--- src/imvm_pkg.sv ---
package imvm_pkg;

    // Fixed field widths
    localparam int ACC_W      = 32;
    localparam int ADDR_W     = 16;
    localparam int ACT_W      = 8;
    localparam int WGT_W      = 8;
    localparam int RES_W      = 8;
    localparam int CFG_IDX_W  = 3;
    localparam int CFG_DATA_W = 31;
    localparam int STRIDE_W   = 5;
    localparam int QUEUE_DEPTH = 2;

    // Register map
    localparam logic [CFG_IDX_W-1:0] REG_INPUT_OFFSET     = 3'd0;
    localparam logic [CFG_IDX_W-1:0] REG_OUTPUT_OFFSET    = 3'd1;
    localparam logic [CFG_IDX_W-1:0] REG_SCALE_MULTIPLIER = 3'd2;
    localparam logic [CFG_IDX_W-1:0] REG_SCALE_SHIFT      = 3'd3;
    localparam logic [CFG_IDX_W-1:0] REG_CLAMP_LOW        = 3'd4;
    localparam logic [CFG_IDX_W-1:0] REG_CLAMP_HIGH       = 3'd5;
    localparam logic [CFG_IDX_W-1:0] REG_BIAS_ENABLE      = 3'd6;
    localparam logic [CFG_IDX_W-1:0] REG_OUTPUT_STRIDE    = 3'd7;

    // Configuration register set
    typedef struct packed {
        logic signed [8:0]          input_offset;
        logic signed [7:0]          output_offset;
        logic [30:0]                scale_multiplier;
        logic signed [5:0]          scale_shift;
        logic signed [7:0]          clamp_low;
        logic signed [7:0]          clamp_high;
        logic                       bias_enable;
        logic [STRIDE_W-1:0]        output_stride;
    } cfg_t;

    // Finished row sum waiting for requantising
    typedef struct packed {
        logic [ACC_W-1:0]  acc;
        logic [ADDR_W-1:0] addr;
    } row_word_t;

endpackage

--- src/imvm_queue.sv ---
module imvm_queue
    import imvm_pkg::*;
(
    input  logic      clk,
    input  logic      rst_n,
    input  logic      push,
    input  row_word_t push_word,
    input  logic      pop,
    output logic      full,
    output logic      empty,
    output row_word_t head_word
);

    localparam int PTR_W = (QUEUE_DEPTH > 1) ? $clog2(QUEUE_DEPTH) : 1;
    localparam int CNT_W = $clog2(QUEUE_DEPTH + 1);

    row_word_t        mem [QUEUE_DEPTH];
    logic [PTR_W-1:0] wr_ptr_reg, rd_ptr_reg;
    logic [CNT_W-1:0] count_reg;
    logic             do_push, do_pop;

    assign full      = (count_reg == CNT_W'(QUEUE_DEPTH));
    assign empty     = (count_reg == '0);
    assign do_push   = push && !full;
    assign do_pop    = pop && !empty;
    assign head_word = mem[rd_ptr_reg];

    // Storage
    always_ff @(posedge clk)
    begin
        if (do_push)
            mem[wr_ptr_reg] <= push_word;
    end

    // Pointers and fill count
    always_ff @(posedge clk or negedge rst_n)
    begin
        if (!rst_n)
        begin
            wr_ptr_reg <= '0;
            rd_ptr_reg <= '0;
            count_reg  <= '0;
        end
        else
        begin
            if (do_push)
                wr_ptr_reg <= (wr_ptr_reg == PTR_W'(QUEUE_DEPTH - 1)) ? '0 : wr_ptr_reg + 1'b1;
            if (do_pop)
                rd_ptr_reg <= (rd_ptr_reg == PTR_W'(QUEUE_DEPTH - 1)) ? '0 : rd_ptr_reg + 1'b1;
            if (do_push && !do_pop)
                count_reg <= count_reg + 1'b1;
            else if (do_pop && !do_push)
                count_reg <= count_reg - 1'b1;
        end
    end

endmodule

--- config.mk ---
export PLATFORM = sky130hd
export DESIGN_NAME = imvm_queue
export DESIGN_NICKNAME = d
export VERILOG_FILES = /design/src/imvm_pkg.sv /design/src/imvm_queue.sv
export SDC_FILE = /design/constraint.sdc
export NUM_CORES = 1
export LEC_CHECK = 0
export BUFFER_PORTS_ARGS = -buffer_cell sky130_fd_sc_hd__buf_2
export CORE_MARGIN = 2
export CORE_UTILIZATION = 40
export DETAILED_ROUTE_END_ITERATION = 16
export PLACE_DENSITY = 0.74
export SYNTH_ARGS = -nofsm -noshare
export SYNTH_HDL_FRONTEND = slang
export SYNTH_SLANG_ARGS = --single-unit
--- constraint.sdc ---
create_clock -name clk -period 3.3 [get_ports clk]
set_input_delay 0 -clock clk [delete_from_list [all_inputs] [get_ports clk]]
set_output_delay 0 -clock clk [all_outputs]
set_load 0.01 [all_outputs]
==> metrics.cfg <==
[routing]
wl_um = 6260
vias = 1988
routedWlPerCell_um = 14.1
drtAntennaViolNets = 0
drc = 0
first_pass_iters = 4
drtIter0Drc = 106
vias_per_cell = 4.47

[yosys]
synth.avg_cell_area_um2 = 22.1
ys_types = 16
synth_area_leaders = edfxtp_1 (78%), mux2_2 (12%), mux2_4 (4.1%), dfrtp_1 (2.7%), xnor2_1 (0.71%)
synth_area_leader_cell = edfxtp_1
synth_cells = 168
synth_top_cell_area_share = 0.778
syn_nets = 221
ys_ff_latch = 100
syn_area_um2 = 3710
seq_area_frac_synth = 0.805
ys_warn_count = 0

[global_route]
track_usage = 0.127
grt_max_degree = 43
grt_pass1_wl_um = 9710
grt_pass1_vias = 2111
antenna_found_initial = 0
overflow = 0

[critical_path]
cp.required_ns = 3.30
slowest_stage = dfrtp_2
worstPathCellList = buf_4 > mux2_4 > buf_2
slowest_delay_ns = 1.03
crit_fanout = 42
endpoint_kind = primary output
critPathArrivalTime_ns = 2.18
crit_path_start_kind = flop
critical_path_class = reg2out

[clock_network]
cts_tree = built
hold_buffers = 51
path_clk_slew_ns = 0.09
insertion_delay_ns = 0.35
clk_path_buf_depth = 2
cts_setup_buffers = 0
cts_sinks = 100
cts-resized-gates = 0
ctsHtreeMaxLevel = 3
cts-root-buf = clkbuf_8
cts_buffers = 9

[power_and_ir_drop]
power_density_nw_per_um2 = 762
p_leak_nw = 1.95
ir_drop_v = 0.000530
p_total_mw = 3.84

[timing]
clock_skew_ns = 0.0151
fmaxAchievable_mhz = 458
worstMarginPinSlew_ns = 0.995
slew_viol_final = 0
min_period_over_period = 0.662
relSlewSlack = 0.337
min_period_ns = 2.18
setup_violations = 0
hold_viol_final = 0
rsz0062_at_grt = no
fin_tns_setup_ns = 0
hold_ws_ns = 0.0442

[final_layout]
num-fill-cells = 756
antennaDiodeCount = 0
drive_gt1_frac = 0.509
largest_register_ffs = 96
multi_input_area_um2 = 676
nNetsFinal = 382
area_delta_synth_final_pct = 36.1
seqCellArea_um2 = 2980

[floorplan]
start_util = 0.407
rows = 35
fp.dieW_um = 100
dieHeight_um = 100
pin_count = 102
die-area_um2 = 10100
coreArea_um2 = 9110

[hold_path]
hp-class = in2reg

[place]
io_buffer_count = 101
gp_congestion = 0.670
post-dp-hpwl_um = 3660

[run_status]
status = finished, final reports clean

[flow_run]
cap_violations = 0

==> cells by family (layout without fill, tap and decap cells) <==
family                   after synthesis  after routing  synth area share
adder cells (fa/ha/maj)                1              1           0.00338
AO/OA/AOI/OAI                          1              1           0.00135
multiplexers                          48             48             0.156
buffers and inverters                  7            173            0.0152
XOR/XNOR                               5              5            0.0118
flip-flops                           100            100             0.805
AND/OR/NAND/NOR                        6              6           0.00743
==> Yosys cell counts <==
master / instances
nand2_1: 1
and3_1: 1
ha_1: 1
xnor2_1: 3
mux2_2: 38
inv_1: 2
buf_4: 3
nor2_1: 3
dfrtp_1: 4
buf_6: 1
mux2_4: 10
o21ai_0: 1
buf_8: 1
xor2_1: 2
nand2b_1: 1
edfxtp_1: 96
==> metrics by stage <==
| step | cell area, um^2 | utilization | cells | setup WS [ns] |
|---|---|---|---|---|
| 3_5_place_dp | 4330 | 0.476 | 378 | 1.29 |
| 4_1_cts | 5040 | 0.554 | 445 | 1.04 |
| 3_3_place_gp | 4330 | 0.476 | 378 | 1.34 |
| 5_1_grt | 5040 | 0.554 | 445 | 0.951 |
| 6_report | 5040 | 0.554 | 445 | 1.12 |
| 2_1_floorplan | 3710 | - | 168 | 0.187 |
==> power by group <==
| part | switching (mW) | internal (mW) |
|---|---|---|
| clock | 0.405 | 0.356 |
| sequential | 0.181 | 1.74 |
| combinational | 0.549 | 0.617 |
==> final cells by class <==
class,instances,area share
clock inverter,7,0.0146
multi-input combinational,61,0.134
timing repair buffer,155,0.206
sequential,100,0.592
clock buffer,9,0.0246
inverter,2,0.00149
tap,111,0.0275
==> layer usage <==
layer  vias up  part of all wire  track usage
met5         -                 0            0
met2        53              0.52        0.225
met4         0            0.0085       0.0400
met3         7             0.046       0.0362
li1        978                 -            -
met1       950              0.43        0.150
==> worst paths after layout <==
check                                                 to  cells past startpoint  slack, ns                startpoint
worst max-delay path                       head_word[14]                      3       1.12    rd_ptr_reg$_DFFE_PN0P_
worst min-delay path              wr_ptr_reg$_DFFE_PN0P_                      3       0.04                      push
worst max register to register      mem[1][47]$_DFFE_PP_                      3       1.31  count_reg[0]$_DFFE_PN0P_
worst min register to register  count_reg[1]$_DFFE_PN0P_                      1       0.55  count_reg[1]$_DFFE_PN0P_
max in group asynchronous         rd_ptr_reg$_DFFE_PN0P_                      3       2.56                     rst_n
min in group asynchronous         rd_ptr_reg$_DFFE_PN0P_                      3       0.55                     rst_n
==> critical path, delay by kind of cell, from the launching register on <==
kind | cells | cell delay [ns]
buf+inv | 2 | 0.48
mux | 1 | 0.31
flops | 1 | 1.03
==> placed cells by master (no fill, tap or decap), drive strengths merged <==
cell | netlist | final
o21ai | 1 | 1
nand2b | 1 | 1
clkbuf | 0 | 9
edfxtp | 96 | 96
buf | 5 | 104
clkinv | 0 | 3
xor2 | 2 | 2
nor2 | 3 | 3
nand2 | 1 | 1
mux2 | 48 | 48
xnor2 | 3 | 3
ha | 1 | 1
bufinv | 0 | 1
dfrtp | 4 | 4
and3 | 1 | 1
inv | 2 | 5
dlygate4sd3 | 0 | 51
No activity file was read; power rests on OpenSTA's default activity.
