<file path="config.mk">
export PLATFORM = sky130hd
export DESIGN_NAME = imvm_front
export DESIGN_NICKNAME = d
export VERILOG_FILES = /design/src/imvm_pkg.sv /design/src/imvm_front.sv
export SDC_FILE = /design/constraint.sdc
export NUM_CORES = 1
export LEC_CHECK = 0
export ABC_AREA = 1
export ABC_CLOCK_PERIOD_IN_PS = 26800
export BUFFER_PORTS_ARGS = -buffer_cell sky130_fd_sc_hd__buf_4
export CORE_ASPECT_RATIO = 2
export CORE_UTILIZATION = 63
export DETAILED_ROUTE_END_ITERATION = 7
export PLACE_DENSITY = 0.9
export RECOVER_POWER = 25
export REMOVE_ABC_BUFFERS = 1
export SYNTH_ARGS = -nofsm -noshare
export SYNTH_HDL_FRONTEND = slang
export SYNTH_SLANG_ARGS = --single-unit
</file>
<file path="constraint.sdc">
create_clock -name clk -period 26.8 [get_ports clk]
set_input_delay 5.36 -clock clk [delete_from_list [all_inputs] [get_ports clk]]
set_output_delay 5.36 -clock clk [all_outputs]
set_load 0.03 [all_outputs]
</file>
<file path="src/imvm_pkg.sv">
package imvm_pkg;

    // Fixed field widths
    localparam int ACC_W      = 32;
    localparam int ADDR_W     = 16;
    localparam int ACT_W      = 8;
    localparam int WGT_W      = 8;
    localparam int RES_W      = 8;
    localparam int CFG_IDX_W  = 3;
    localparam int CFG_DATA_W = 31;
    localparam int STRIDE_W   = 5;
    localparam int QUEUE_DEPTH = 2;

    // Register map
    localparam logic [CFG_IDX_W-1:0] REG_INPUT_OFFSET     = 3'd0;
    localparam logic [CFG_IDX_W-1:0] REG_OUTPUT_OFFSET    = 3'd1;
    localparam logic [CFG_IDX_W-1:0] REG_SCALE_MULTIPLIER = 3'd2;
    localparam logic [CFG_IDX_W-1:0] REG_SCALE_SHIFT      = 3'd3;
    localparam logic [CFG_IDX_W-1:0] REG_CLAMP_LOW        = 3'd4;
    localparam logic [CFG_IDX_W-1:0] REG_CLAMP_HIGH       = 3'd5;
    localparam logic [CFG_IDX_W-1:0] REG_BIAS_ENABLE      = 3'd6;
    localparam logic [CFG_IDX_W-1:0] REG_OUTPUT_STRIDE    = 3'd7;

    // Configuration register set
    typedef struct packed {
        logic signed [8:0]          input_offset;
        logic signed [7:0]          output_offset;
        logic [30:0]                scale_multiplier;
        logic signed [5:0]          scale_shift;
        logic signed [7:0]          clamp_low;
        logic signed [7:0]          clamp_high;
        logic                       bias_enable;
        logic [STRIDE_W-1:0]        output_stride;
    } cfg_t;

    // Finished row sum waiting for requantising
    typedef struct packed {
        logic [ACC_W-1:0]  acc;
        logic [ADDR_W-1:0] addr;
    } row_word_t;

endpackage

</file>
<file path="src/imvm_front.sv">
module imvm_front
    import imvm_pkg::*;
#(
    parameter int MAX_ROWS = 4096
)
(
    input  logic                     clk,
    input  logic                     rst_n,
    input  cfg_t                     cfg,
    input  logic                     accept,
    input  logic signed [ACT_W-1:0]  activation,
    input  logic signed [WGT_W-1:0]  weight,
    input  logic signed [ACC_W-1:0]  bias_value,
    input  logic                     first_column,
    input  logic                     last_column,
    input  logic                     last_row,
    output logic                     push,
    output row_word_t                push_word
);

    localparam int ROW_W  = (MAX_ROWS > 1) ? $clog2(MAX_ROWS) : 1;
    localparam int PROD_W = ROW_W + STRIDE_W;

    logic [ACC_W-1:0]     acc_reg, acc_next;
    logic [ROW_W-1:0]     row_reg, row_next;
    logic [ACC_W-1:0]     acc_base;
    logic signed [9:0]    act_off;
    logic signed [17:0]   mac_prod;
    logic [PROD_W-1:0]    addr_prod;

    // Row start: load bias or zero, otherwise carry on
    always_comb
    begin
        if (first_column)
            acc_base = cfg.bias_enable ? bias_value : '0;
        else
            acc_base = acc_reg;
    end

    // Single MAC, wraps in 32 bits
    assign act_off  = 10'(activation) + 10'(cfg.input_offset);
    assign mac_prod = act_off * 18'(weight);
    assign acc_next = acc_base + ACC_W'(mac_prod);

    // Row counter, restarts after the final row or after row MAX_ROWS-1
    always_comb
    begin
        if (last_row || (row_reg == ROW_W'(MAX_ROWS - 1)))
            row_next = '0;
        else
            row_next = row_reg + 1'b1;
    end

    assign addr_prod = row_reg * PROD_W'(cfg.output_stride);

    assign push           = accept && last_column;
    assign push_word.acc  = acc_next;
    assign push_word.addr = ADDR_W'(addr_prod);

    always_ff @(posedge clk or negedge rst_n)
    begin
        if (!rst_n)
        begin
            acc_reg <= '0;
            row_reg <= '0;
        end
        else if (accept)
        begin
            acc_reg <= acc_next;
            if (last_column)
                row_reg <= row_next;
        end
    end

endmodule

</file>
==> impl_metrics.tcl <==
set metrics [dict create \
    hp-class "reg -> reg" \
    ff2ff_setup_slack_ps 23340 \
    cts-root-buf "clkbuf_16" \
    finClkSkew_ps 11.9 \
    antenna_cells 0 \
    vias_per_cell 5.43 \
    worst_path_largest_cell_delay_ps 540 \
    tns_ps 0 \
    hold_buffers 0 \
    grt_most_used_layer "met2" \
    io_pins 179 \
    cts_buffers 5 \
    end_kind "output port" \
    rows 61 \
    path_class "in -> out" \
    drc 0 \
    fp.dieArea_sq_um 14900 \
    synth-async-reset-ratio_pct 100 \
    reg2reg_from "acc_reg[1]" \
    grt_usage_pct 31.9 \
    core-area_sq_um 14000 \
    arrival_ps 13510 \
    synthToLayoutAreaGrowth_pct 13.0 \
    synth_flop_cell "dfrtp_1" \
    syn_avg_cell_area_sq_um 7.16 \
    timing.fmax_ghz 0.0530 \
    nNetsFinal 1682 \
    hold_viol 0 \
    rsz0062_at_grt "no" \
    yosysWarnings 0 \
    drtIter0Drc 403 \
    antenna_found_initial 0 \
    grt_pass1_vias 8804 \
    synth_edf_count 0 \
    ant_nets 0 \
    grt_max_degree 57 \
    place_congestion 0.929 \
    die_h_microns 172 \
    clkTransAtPathRegs_ps 60 \
    synth-seq-cells 44 \
    cts_max_level 2 \
    cts_max_path_buffers 2 \
    firstDrtPassIters 4 \
    setup_viol 0 \
    fin_crit_sh_pct 70.4 \
    grt.overflow.total 0 \
    dpl.hpwl_microns 19000 \
    slew_viol_final 45 \
    cp_slowest_cell "fa_1" \
    min_path_cells 2 \
    tightest_slew_ps 2500 \
    grt_pass1_wl_microns 37100 \
    start_util_pct 64.8 \
    violations "capacitance limit, slew limit" \
    relSlewSlack_pct -66.4 \
    drt_wl_total_microns 22400 \
    cts_tree "built" \
    status "finished, violations left" \
    post_cts_buffers 0 \
    global_route.usage.met2_pct 62.7 \
    gr-usage-met3_pct 3.45 \
    vias 8412 \
    yosysSeqAreaShare_pct 12.2 \
    min_period_ps 18870 \
    reg2reg_to "acc_reg[21]" \
    largest_reg_flops 32 \
    crit_required_ps 21440 \
    ys_types 48 \
    met1_usage_pct 29.1 \
    postSynthCellCount 1265 \
    io_buffer_count 117 \
    insertion_delay_ps 300 \
    wire_per_inst_microns 14.4 \
    fillers 1141 \
    drive_gt1_share_pct 13.1 \
    maxCapViolCount 1 \
    ctsResizeCount 0 \
    crit_start "cfg[67]" \
    timing.critical_path.mode_cell "nand2_1" \
    cts.sinks 44 \
    synth_area_sq_um 9050 \
    critPathLaunchType "input port" \
    fp.dieW_microns 86.8 \
    endpoint "push_word[44]" \
    rr_worst_depth 21 \
    worst-path-max-fanout 12 \
]
[critical path: cells and delay by family]
kind	cells	cell delay (ps)
AOI/OAI and AO/OA	11	1880
and+or+nand+nor	11	1140
xor gates and xnor gates	2	720
adders and majority gates	8	3270
buffers and inverters	10	1120
[metrics by stage]
stage	std cells	hold slack, ps	util [%]	area (sq um)	setup WS [ps]
after floorplan	1235	449	-	8930	9070
after CTS	1550	485	73.3	10200	7950
after detailed placement	1542	468	72.0	10100	7960
final	1550	483	73.3	10200	7930
after global routing	1550	505	73.3	10200	7310
after global placement	1542	463	72.0	10100	8110
[cell usage in the layout, fill, tap and decap left out, types with 3 or more instances in the layout]
master / count
a21o_1: 7
a21oi_1: 59
a22o_1: 3
a22oi_1: 6
a31oi_1: 3
and2_1: 6
buf_4: 117
clkbuf_16: 5
clkinv_1: 3
dfrtp_1: 44
fa_1: 89
ha_1: 103
inv_1: 273
inv_2: 7
nand2_1: 282
nand2_2: 9
nand2_4: 7
nand3_1: 33
nand3_2: 11
nand4_1: 4
nor2_1: 97
nor2_2: 6
nor3_1: 8
nor3b_1: 5
o21ai_0: 59
o21ai_1: 7
o21bai_1: 9
or2_2: 3
xnor2_1: 20
xor2_1: 49
[synthesized netlist by cell type, types with 8 or more instances]
| library cell | n | share of area [%] |
|---|---|---|
| a21oi_1 | 59 | 3.3 |
| clkbuf_1 | 26 | 1.1 |
| dfrtp_1 | 44 | 12 |
| fa_1 | 89 | 20 |
| ha_1 | 103 | 14 |
| inv_1 | 273 | 11 |
| nand2_1 | 282 | 12 |
| nand2_2 | 9 | 0.62 |
| nand3_1 | 33 | 1.8 |
| nand3_2 | 11 | 1.2 |
| nor2_1 | 97 | 4.0 |
| nor3_1 | 8 | 0.44 |
| o21ai_0 | 59 | 3.3 |
| o21bai_1 | 9 | 0.75 |
| xnor2_1 | 20 | 1.9 |
| xor2_1 | 49 | 4.7 |
[area by class of cell]
class	count	area, sq um	share of cell area [%]
multi-input cells	908	6770	66.2
clock buffers	6	139	1.36
flip-flops and latches	44	1100	10.8
well taps	189	236	2.31
clock inverters	2	38.8	0.379
repair buffers	118	882	8.62
inverters	283	1060	10.4
[worst min path at each step]
stage                     start           to  slack (ps)
global route        acc_reg[25]  acc_reg[25]         500
CTS                 acc_reg[26]  acc_reg[26]         480
global placement    acc_reg[31]  acc_reg[31]         460
finish              acc_reg[26]  acc_reg[26]         480
floorplan           acc_reg[31]  acc_reg[31]         450
detailed placement  acc_reg[26]  acc_reg[26]         470
[logic make-up after synthesis]
logic type / synth area share (%)
XOR/XNOR: 6.68
buffers and inverters: 13.0
flip-flops: 12.2
AO/OA/AOI/OAI: 10.3
adder cells (fa/ha/maj): 33.9
AND/OR/NAND/NOR: 23.9
[per-layer routing]
layer	part of all wire, %	vias to the layer above
li1	-	4071
met3	4.0	129
met1	32	3932
met2	56	280
met4	7.3	0
met5	0	-
Power is left out: the tool's default activity adds up to more than one toggle a clock period on the data nets, which glitch-free logic cannot reach.
